==> src/hw/rtl/emst_ram.sv <==
// Generic single-write, single-read synchronous RAM with registered read data.
`default_nettype none

module emst_ram #(
   parameter int WIDTH = 8,
   parameter int DEPTH = 16,
   localparam int AW = (DEPTH > 1) ? $clog2(DEPTH) : 1
) (
   input  wire logic             clock,
   input  wire logic             wr_en,
   input  wire logic [AW-1:0]    wr_addr,
   input  wire logic [WIDTH-1:0] wr_data,
   input  wire logic             rd_en,
   input  wire logic [AW-1:0]    rd_addr,
   output logic      [WIDTH-1:0] rd_data
);

   logic [WIDTH-1:0] mem [DEPTH];

   always_ff @(posedge clock) begin
      if (wr_en) begin
         mem[wr_addr] <= wr_data;
      end
      if (rd_en) begin
         rd_data <= mem[rd_addr];
      end
   end

endmodule

`default_nettype wire

==> config.mk <==
export PLATFORM = sky130hd
export DESIGN_NAME = emst_ram
export DESIGN_NICKNAME = d
export VERILOG_FILES = /design/src/hw/rtl/emst_ram.sv
export SDC_FILE = /design/constraint.sdc
export NUM_CORES = 1
export LEC_CHECK = 0
export BUFFER_PORTS_ARGS = -buffer_cell sky130_fd_sc_hd__buf_2
export CELL_PAD_IN_SITES_DETAIL_PLACEMENT = 1
export CELL_PAD_IN_SITES_GLOBAL_PLACEMENT = 1
export CORE_MARGIN = 5
export CORE_UTILIZATION = 40
export DETAILED_ROUTE_END_ITERATION = 12
export GPL_ROUTABILITY_DRIVEN = 0
export GPL_TIMING_DRIVEN = 0
export PLACE_DENSITY = 0.74
export SETUP_SLACK_MARGIN = 0.5
export SYNTH_ARGS = -nofsm -noshare
export SYNTH_HDL_FRONTEND = slang
export SYNTH_SLANG_ARGS = --single-unit
==> constraint.sdc <==
create_clock -name clock -period 1.8 [get_ports clock]
set_input_delay 0.27 -clock clock [delete_from_list [all_inputs] [get_ports clock]]
set_output_delay 0.27 -clock clock [all_outputs]
set_load 0.05 [all_outputs]
==> results.py, run 1 <==
metrics = {
    "outcome": {
        "status": "finished, final reports clean",
    },
    "critical_path": {
        "cp_top_family": "multiplexers",
        "critical_path.max_fanout": 1,
        "timing.rr.end": "rd_data[0]",
        "critical_path_buf_inv_count": 0,
        "worstReg2RegStart": "mem[3][0]",
        "slowest_delay_ns": 0.53,
        "worstSetupPathType": "register to register",
        "crit_chain": "mux4_2, a22oi_2, nand2_1",
        "cp_slowest_cell": "mux4_2",
        "reg2reg_depth": 3,
        "cp-end-kind": "register",
        "ff2ff_setup_slack_ns": 0.33,
        "worstPathArrival_ns": 1.62,
        "worstSetupStartpointType": "register",
        "required_ns": 1.95,
    },
    "floorplan": {
        "dieArea_um2": 15500,
        "coreArea_um2": 12700,
        "initial_core_util_pct": 41.1,
        "die_w_um": 124,
        "fp.dieH_um": 124,
        "rows": 41,
        "io_pins": 27,
    },
    "hold_path": {
        "holdPathStages": 1,
        "hold_path_class": "primary input to register",
        "min_to": "rd_data[5]",
        "hold_start": "rd_en",
    },
    "clock_network": {
        "clk_transition_reported_paths_ns": 0.06,
        "insertion_delay_ns": 0.41,
        "cts_tree": "built",
        "clk_path_buf_depth": 2,
        "ctsRootBufferMaster": "clkbuf_16",
        "htreeDepth": 4,
        "cts_made_buffers": 17,
        "hold_buffers": 0,
        "clock-sinks": 136,
    },
    "timing": {
        "max_freq_mhz": 682,
        "worstMarginPinSlew_ns": 0.791,
        "fin_crit_ns": 1.47,
        "setup_viol": 0,
        "setup_tns_ns": 0,
        "rsz0062_at_grt": "true",
        "slew_violations": 0,
        "relSlewSlack_pct": 47.1,
        "hold_violations": 0,
        "fin_worst_skew_ns": 0.00931,
        "fin_crit_sh_pct": 81.4,
    },
    "power": {
        "p_leak_nw": 2.03,
        "peakVddDrop_uv": 706,
        "finalPower_mw": 7.70,
        "pwr_density_cell_nw_per_um2": 1220,
    },
    "routing": {
        "finalWirelength_mm": 10.5,
        "num_vias": 2406,
        "routedWlPerCell_um": 23.0,
        "vias_per_cell": 5.25,
        "dr.first_iter.drc_count": 284,
        "drc": 0,
        "detail-route-antenna-nets": 0,
        "first_pass_iters": 4,
    },
    "global_routing": {
        "grt-ovfl-total": 0,
        "antenna_found_initial": 0,
        "grt_usage_pct": 14.3,
        "grt_pass1_vias": 2607,
        "grt_max_degree": 17,
        "grt_pass1_wl_mm": 16.0,
    },
    "logic_synthesis": {
        "ys.warnings.count": 0,
        "netlist_instances": 229,
        "postSynthAreaPerCell_um2": 22.8,
        "syn_area_um2": 5230,
        "syn_nets": 248,
        "yosysSeqAreaShare_pct": 78.1,
        "ys_ff_latch": 136,
        "ys_types": 18,
    },
    "job": {
        "cap_violations": 0,
    },
    "finish": {
        "nets": 292,
        "syn_to_final_growth_pct": 20.7,
        "diodes": 0,
        "drive_above_1_share_pct": 43.4,
    },
    "placement": {
        "io_buffers": 25,
        "hpwlAfterDp_mm": 6.82,
    },
}
-- cell type report --
type,instances,area (µm²)
Sequential cell,136,4080
Clock buffer,19,433
Timing Repair Buffer,25,128
Fill cell,1155,6410
Multi-Input combinational cell,83,1130
Buffer,10,120
Clock inverter,13,203
Tap cell,172,215
-- cells in the mapped netlist (all sizes together) --
| cell | number | share of area, % |
|---|---|---|
| clkdlybuf4s25 | 3 | 0.57 |
| nor2 | 13 | 0.93 |
| nand3b | 2 | 0.29 |
| buf | 7 | 1.1 |
| a22oi | 16 | 2.3 |
| nand2b | 2 | 0.24 |
| edfxtp | 136 | 78 |
| nand3 | 1 | 0.096 |
| mux4 | 32 | 15 |
| or3b | 1 | 0.17 |
| nor2b | 1 | 0.12 |
| nor3 | 4 | 0.38 |
| and2b | 1 | 0.14 |
| nand2 | 9 | 0.65 |
| and2 | 1 | 0.12 |
-- flip-flops by register name (all words and copies together), names as in the netlist --
register / cells
rd_data: 8
mem: 128
-- timing repair --
item	CTS	global route
pin swaps	2	0
buffers inserted	0	0
setup endpoints to repair	45	48
gates resized for setup	15	8
hold endpoints to repair	0	0
-- power breakdown --
| group | switching (mW) | internal, mW |
|---|---|---|
| registers | 0.0165 | 3.57 |
| clock network | 1.23 | 2.45 |
| logic | 0.276 | 0.161 |
-- through the flow --
stage          setup slack [ns]  hold WS [ns]  area, µm²  utilization [%]  std cells
2_1_floorplan             0.330         0.369       5250                -        229
4_1_cts                   0.341         0.191       6280             49.3        458
3_5_place_dp             0.0359         0.624       5590             43.9        426
5_1_grt                   0.309         0.196       6310             49.6        458
3_3_place_gp             0.0525         0.607       5590             43.9        426
6_report                  0.334         0.200       6310             49.6        458
-- cells by family (layout without fill, tap and decap cells) --
kind of cell / after synthesis / count (layout) / synth area share (%)
compound gates: 16 / 16 / 2.30
buf+inv: 10 / 67 / 1.65
mux: 32 / 32 / 14.8
flops: 136 / 136 / 78.1
simple gates: 35 / 35 / 3.14
-- worst max-delay path by stage --
stage            endpoint  slack [ns]  depth (start not counted)        from
6_report       rd_data[0]        0.33                          3   mem[3][0]
3_3_place_gp   rd_data[2]        0.05                          5  rd_addr[1]
3_5_place_dp    mem[4][4]        0.04                          3  wr_addr[3]
4_1_cts        rd_data[0]        0.34                          3   mem[3][0]
5_1_grt        rd_data[2]        0.31                          3  mem[11][2]
2_1_floorplan  rd_data[1]        0.33                          5  rd_addr[0]
-- layout by cell type (no fill, tap or decap) --
| cell | synthesis | layout |
|---|---|---|
| bufinv_16 | 0 | 5 |
| nor2b_1 | 1 | 1 |
| nand3_1 | 1 | 1 |
| nor3_4 | 0 | 3 |
| clkinv_4 | 0 | 2 |
| clkdlybuf4s25_2 | 3 | 3 |
| a22oi_2 | 0 | 10 |
| and2b_1 | 1 | 1 |
| nor2_1 | 13 | 1 |
| edfxtp_1 | 136 | 136 |
| and2_1 | 1 | 1 |
| clkinv_2 | 0 | 4 |
| clkbuf_16 | 0 | 17 |
| buf_12 | 0 | 3 |
| buf_4 | 1 | 1 |
| mux4_2 | 18 | 32 |
| nor3_2 | 0 | 1 |
| nand2_1 | 9 | 9 |
| buf_2 | 3 | 27 |
| nand3b_1 | 2 | 2 |
| clkbuf_1 | 0 | 2 |
| buf_8 | 0 | 1 |
| clkinvlp_4 | 0 | 2 |
| nand2b_1 | 2 | 2 |
| a22oi_1 | 16 | 6 |
| or3b_4 | 0 | 1 |
| nor2_2 | 0 | 12 |
-- routing by layer --
metal / up-vias / track usage (%) / part of all wire (%)
li1: 1057 / - / -
met1: 1252 / 19.2 / 44
met2: 86 / 22.6 / 49
met3: 11 / 3.26 / 6.0
met4: 0 / 6.38 / 1.7
met5: - / 0 / 0
-- worst reg2reg max path: stages, from the launching register on --
cell      delay, ns
edfxtp_1       0.36
mux4_2         0.53
a22oi_2        0.20
nand2_1        0.11
(Power assumes the default switching activity.)
==> run 2, diff against run 1 <==
--- a/config.mk
+++ b/config.mk
@@ -13,7 +13,7 @@
 export DETAILED_ROUTE_END_ITERATION = 12
 export GPL_ROUTABILITY_DRIVEN = 0
 export GPL_TIMING_DRIVEN = 0
-export PLACE_DENSITY = 0.74
+export PLACE_DENSITY = 0.72
 export SETUP_SLACK_MARGIN = 0.5
 export SYNTH_ARGS = -nofsm -noshare
 export SYNTH_HDL_FRONTEND = slang
==> constraint.sdc (replaced) <==
create_clock -name clock -period 1.45 [get_ports clock]
set_input_delay 0.2175 -clock clock [delete_from_list [all_inputs] [get_ports clock]]
set_output_delay 0.2175 -clock clock [all_outputs]
set_load 0.05 [all_outputs]
==> run 2 against run 1 <==
Against the previous run:
- the flow now finishes with violations (setup timing)
- critical path type unchanged
- sequential share of layout area is 2.7 points lower
- worst setup slack lost 0.34 ns
- largest cell class unchanged
- clock power increased by 8.4%
- critical endpoint unchanged
- final area rose by 4.4%
==> results.py, run 2 (synthesis results as in run 1) <==
metrics = {
    "critical_path": {
        "timing.rr.end": "rd_data[0]",
        "reg2reg_depth": 3,
        "slowest_delay_ns": 0.50,
        "required_ns": 1.60,
        "worstSetupStartpointType": "register",
        "worstPathArrival_ns": 1.60,
        "worstReg2RegStart": "mem[2][0]",
        "crit_chain": "mux4_2, a22oi_2, nand2_1",
        "critical_path.max_fanout": 1,
        "ff2ff_setup_slack_ns": -0.008,
        "cp_slowest_cell": "mux4_2",
        "worstSetupPathType": "register to register",
        "cp-end-kind": "register",
    },
    "floorplan": {
        "fp.dieH_um": 124,
        "rows": 41,
        "dieArea_um2": 15500,
        "coreArea_um2": 12700,
        "io_pins": 27,
        "die_w_um": 124,
        "initial_core_util_pct": 41.1,
    },
    "routing": {
        "routedWlPerCell_um": 24.0,
        "finalWirelength_mm": 11.3,
        "vias_per_cell": 5.26,
        "detail-route-antenna-nets": 0,
        "dr.first_iter.drc_count": 192,
        "first_pass_iters": 4,
        "drc": 0,
        "num_vias": 2466,
    },
    "hold_path": {
        "min_to": "rd_data[3]",
        "hold_start": "rd_en",
        "hold_path_class": "primary input to register",
        "holdPathStages": 1,
    },
    "global_routing": {
        "grt_pass1_vias": 2826,
        "grt-ovfl-total": 0,
        "grt_usage_pct": 15.6,
        "antenna_found_initial": 0,
        "grt_pass1_wl_mm": 17.6,
        "grt_max_degree": 17,
    },
    "finish": {
        "regMostFlops": "mem",
        "nets": 304,
        "syn_to_final_growth_pct": 26.0,
        "reg.largest.list": "mem x128, rd_data x8",
        "final_cell_mix": "edfxtp_1, mux4_2, clkbuf_16",
        "seqCellArea_um2": 4080,
        "final_common_cell": "edfxtp_1",
        "layout.cells.non_filler": 469,
        "final.fill_count": 1164,
        "drive_above_1_share_pct": 45.5,
        "largest_reg_flops": 128,
        "diodes": 0,
        "multi_input_area_um2": 1220,
    },
    "clock_network": {
        "insertion_delay_ns": 0.41,
        "cts_made_buffers": 17,
        "clock-sinks": 136,
        "ctsRootBufferMaster": "clkbuf_16",
        "cts_tree": "built",
        "clk_path_buf_depth": 2,
        "htreeDepth": 4,
        "clk_transition_reported_paths_ns": 0.06,
        "hold_buffers": 0,
    },
    "timing": {
        "setup_ws_ns": -0.00782,
        "slew_violations": 0,
        "max_freq_mhz": 686,
        "worstMarginPinSlew_ns": 0.868,
        "relSlewSlack_pct": 41.9,
        "whs_ns": 0.187,
        "fin_crit_sh_pct": 101,
        "hold_violations": 0,
        "fin_worst_skew_ns": 0.00506,
        "setup_viol": 1,
        "rsz0062_at_grt": "true",
        "fin_crit_ns": 1.46,
    },
    "power": {
        "peakVddDrop_uv": 875,
        "pwr_density_cell_nw_per_um2": 1380,
        "p_leak_nw": 2.12,
    },
    "placement": {
        "place_ws_ns": -0.293,
        "post-place-cells": 426,
        "io_buffers": 25,
        "hpwlAfterDp_mm": 7.21,
    },
    "job": {
        "cap_violations": 0,
    },
    "outcome": {
        "status": "finished, violations left",
        "violations": "setup timing",
    },
}
[run 2: cell type report]
cell class              count  area share, %
plain buffers              10           1.82
clock buffers              20           6.63
clock inverters            11           1.63
multi-input cells          83           18.5
flip-flops and latches    136           62.0
well taps                 172           3.27
repair buffers             37           6.17
[run 2: what timing repair did]
item | in CTS | in global routing
setup endpoints to repair | 128 | 51
resized for setup | 29 | 6
buffers inserted | 12 | 0
pin swaps | 13 | 4
[run 2: how the worst max path moves through the flow]
| stage | startpoint | endpoint | slack [ns] | cells past startpoint |
|---|---|---|---|---|
| 2_1_floorplan | rd_addr[0] | rd_data[1] | 0.03 | 5 |
| 3_3_place_gp | wr_addr[2] | mem[0][2] | -0.29 | 3 |
| 3_5_place_dp | wr_addr[2] | mem[0][2] | -0.29 | 3 |
| 4_1_cts | mem[2][0] | rd_data[0] | -0.02 | 3 |
| 5_1_grt | mem[2][0] | rd_data[0] | -0.02 | 3 |
| 6_report | mem[2][0] | rd_data[0] | -0.008 | 3 |
[run 2: report_power, final]
group          internal (mW)  switching (mW)
registers               4.43          0.0286
clock network           2.49            1.50
logic                  0.252           0.353
[run 2: metal layers]
metal / share of wire (%) / track usage [%] / routed length, µm
met1: 42 / 19.7 / 4680
met2: 53 / 26.5 / 5970
met3: 4.0 / 3.90 / 447
met4: 1.4 / 4.84 / 159
met5: 0 / 0 / 0
[run 2: worst max-delay path, delay by kind of cell (launching register included)]
family,cells,cell delay [ns]
flip-flops,1,0.39
AND/OR/NAND/NOR,1,0.11
AO/OA/AOI/OAI,1,0.19
multiplexers,1,0.50
[run 2: metrics by stage]
stage | cell area (µm²) | TNS [ns] | util (%) | total power [mW]
after global routing | 6590 | -0.0557 | 51.8 | 9.36
after floorplan | 5380 | 0 | - | 4.87
after global placement | 5720 | -7.71 | 45.0 | 5.05
after detailed placement | 5720 | -10.18 | 45.0 | 5.08
after CTS | 6560 | -0.0160 | 51.6 | 9.11
final | 6590 | -0.00782 | 51.8 | 9.06
==> run 3, diff against run 2 <==
--- a/config.mk
+++ b/config.mk
@@ -13,7 +13,7 @@
 export DETAILED_ROUTE_END_ITERATION = 12
 export GPL_ROUTABILITY_DRIVEN = 0
 export GPL_TIMING_DRIVEN = 0
-export PLACE_DENSITY = 0.72
+export PLACE_DENSITY_LB_ADDON = 0.1
 export SETUP_SLACK_MARGIN = 0.5
 export SYNTH_ARGS = -nofsm -noshare
 export SYNTH_HDL_FRONTEND = slang
==> constraint.sdc (replaced) <==
create_clock -name clock -period 1.8 [get_ports clock]
set_input_delay 0.27 -clock clock [delete_from_list [all_inputs] [get_ports clock]]
set_output_delay 0.27 -clock clock [all_outputs]
set_load 0.05 [all_outputs]
==> run 3 against run 2 <==
Against the previous run:
- the run now ends clean
- final area decreased by 5.2%
- largest cell class unchanged
- core utilization decreased by 2.7 points
- global-route usage decreased by 0.55 points
- count of clock-buffer cells in the layout decreased by 1
- combinational power decreased by 26%
- flip-flop and latch count unchanged
- first-iteration DRC count decreased by 21%
- sequential power decreased by 20%
- sequential share of layout area increased by 3.4 points
==> results.py, run 3 (synthesis results as in run 1) <==
metrics = {
    "critical_path": {
        "cp_top_family": "multiplexers",
        "slowest_delay_ns": 0.50,
        "cp_num_cells": 3,
        "crit_chain": "mux4_2, a22oi_2, nand2_1",
        "timing.rr.end": "rd_data[1]",
        "worstReg2RegStart": "mem[10][1]",
        "critical_path.max_fanout": 1,
        "ff2ff_setup_slack_ns": 0.34,
        "cp_slowest_cell": "mux4_2",
        "cp-end-kind": "register",
        "reg2reg_depth": 3,
        "critical_path_buf_inv_count": 0,
        "required_ns": 1.94,
        "worstSetupStartpointType": "register",
        "worstPathArrival_ns": 1.60,
        "worstSetupPathType": "register to register",
    },
    "power": {
        "p_sw_mw": 1.50,
        "peakVddDrop_uv": 631,
        "p_int_mw": 5.74,
        "pwr-share-comb_pct": 6.2,
        "p_leak_nw": 2.01,
        "p_seq_share_pct": 49.6,
        "netSwitchingFraction_pct": 20.7,
        "pwr_density_cell_nw_per_um2": 1160,
        "finalPower_mw": 7.23,
        "clkPwrFrac_pct": 44.2,
    },
    "placement": {
        "place_ws_ns": -0.0374,
        "hpwlAfterDp_mm": 6.92,
        "place_area_um2": 5590,
        "io_buffers": 25,
    },
    "floorplan": {
        "coreArea_um2": 12700,
        "dieArea_um2": 15500,
        "fp.dieH_um": 124,
        "io_pins": 27,
        "initial_core_util_pct": 41.1,
        "die_w_um": 124,
        "rows": 41,
    },
    "routing": {
        "drc": 0,
        "finalWirelength_mm": 10.9,
        "num_vias": 2365,
        "detail-route-antenna-nets": 0,
        "dr.first_iter.drc_count": 152,
        "routedWlPerCell_um": 23.8,
        "vias_per_cell": 5.16,
        "first_pass_iters": 4,
    },
    "clock_network": {
        "ctsRootBufferMaster": "clkbuf_16",
        "cts_made_buffers": 17,
        "insertion_delay_ns": 0.42,
        "cts_tree": "built",
        "clk_transition_reported_paths_ns": 0.05,
        "clock-sinks": 136,
        "clk_path_buf_depth": 2,
        "htreeDepth": 4,
        "cts_setup_buffers": 0,
    },
    "hold_path": {
        "hold_start": "rd_en",
        "hold_path_class": "primary input to register",
        "min_to": "rd_data[7]",
        "holdPathStages": 1,
    },
    "outcome": {
        "status": "finished, final reports clean",
    },
    "global_routing": {
        "grt_pass1_wl_mm": 16.5,
        "grt-ovfl-total": 0,
        "grt_max_degree": 17,
        "grt_pass1_vias": 2560,
        "antenna_found_initial": 0,
        "grt_usage_pct": 15.0,
    },
    "finish": {
        "drive_above_1_share_pct": 43.0,
        "utilization_pct": 49.1,
        "syn_to_final_growth_pct": 19.5,
        "reg.largest.list": "mem x128, rd_data x8",
        "diodes": 0,
        "largest_reg_flops": 128,
        "final_common_cell": "edfxtp_1",
        "design_area_um2": 6250,
        "regMostFlops": "mem",
        "nets": 292,
        "final_cell_mix": "edfxtp_1, mux4_2, buf_2",
    },
    "timing": {
        "fin_worst_skew_ns": 0.0175,
        "relSlewSlack_pct": 40.7,
        "slew_violations": 0,
        "max_freq_mhz": 684,
        "worstMarginPinSlew_ns": 0.887,
        "setup_ws_ns": 0.339,
        "fin_crit_ns": 1.46,
        "rsz0062_at_grt": "true",
        "setup_viol": 0,
        "whs_ns": 0.213,
        "fin_crit_sh_pct": 81.2,
        "hold_violations": 0,
    },
    "job": {
        "cap_violations": 0,
    },
}
-- run 3: changes by cell type in the layout (fill, tap and decap cells not counted), moves of 3 or more --
cell / change
buf_2: +6
a22oi_1: -3
clkinv_2: +3
nor2_2: +12
buf_12: -9
buf_6: -9
nor2_4: -12
a22oi_2: +3
-- run 3: worst max path at each step --
stage | from | endpoint | slack [ns]
6_report | mem[10][1] | rd_data[1] | 0.34
5_1_grt | mem[10][1] | rd_data[1] | 0.29
4_1_cts | mem[3][0] | rd_data[0] | 0.32
3_5_place_dp | wr_addr[3] | mem[4][7] | -0.04
3_3_place_gp | rd_addr[1] | rd_data[7] | -0.04
2_1_floorplan | rd_addr[0] | rd_data[1] | 0.33
-- run 3: timing repair --
| action | CTS | global route |
|---|---|---|
| gates resized for setup | 20 | 15 |
| endpoints found under the hold margin | 0 | 0 |
| endpoints found under the setup margin | 67 | 52 |
| hold buffers | 0 | 0 |
| pin swaps | 2 | 1 |
-- run 3: metal layers --
metal	part of all wire, %	GRT usage, %	vias up	wire length (µm)
met5	0	0	-	0
met4	0.49	5.80	0	53
met3	5.9	4.89	4	644
met2	48	21.7	70	5260
met1	45	21.2	1233	4940
li1	-	-	1058	-
-- run 3: cell type report --
class / count / area (µm²)
well taps: 172 / 215
flip-flops and latches: 136 / 4080
multi-input cells: 83 / 1140
repair buffers: 25 / 148
plain buffers: 10 / 120
fillers: 1174 / 6470
clock buffers: 19 / 433
clock inverters: 13 / 111
-- run 3: stage by stage --
| step | TNS, ns | instances |
|---|---|---|
| 6_report | 0 | 458 |
| 5_1_grt | 0 | 458 |
| 4_1_cts | 0 | 458 |
| 3_5_place_dp | -0.371 | 426 |
| 3_3_place_gp | -0.110 | 426 |
| 2_1_floorplan | 0 | 229 |
-- run 3: power groups by stage --
stage          Combinational (mW)  Sequential (mW)  Clock, mW
3_5_place_dp                0.424             3.65          0
3_3_place_gp                0.417             3.65          0
2_1_floorplan               0.200             3.70          0
6_report                    0.448             3.59       3.20
4_1_cts                     0.447             3.59       3.27
5_1_grt                     0.483             3.59       3.42
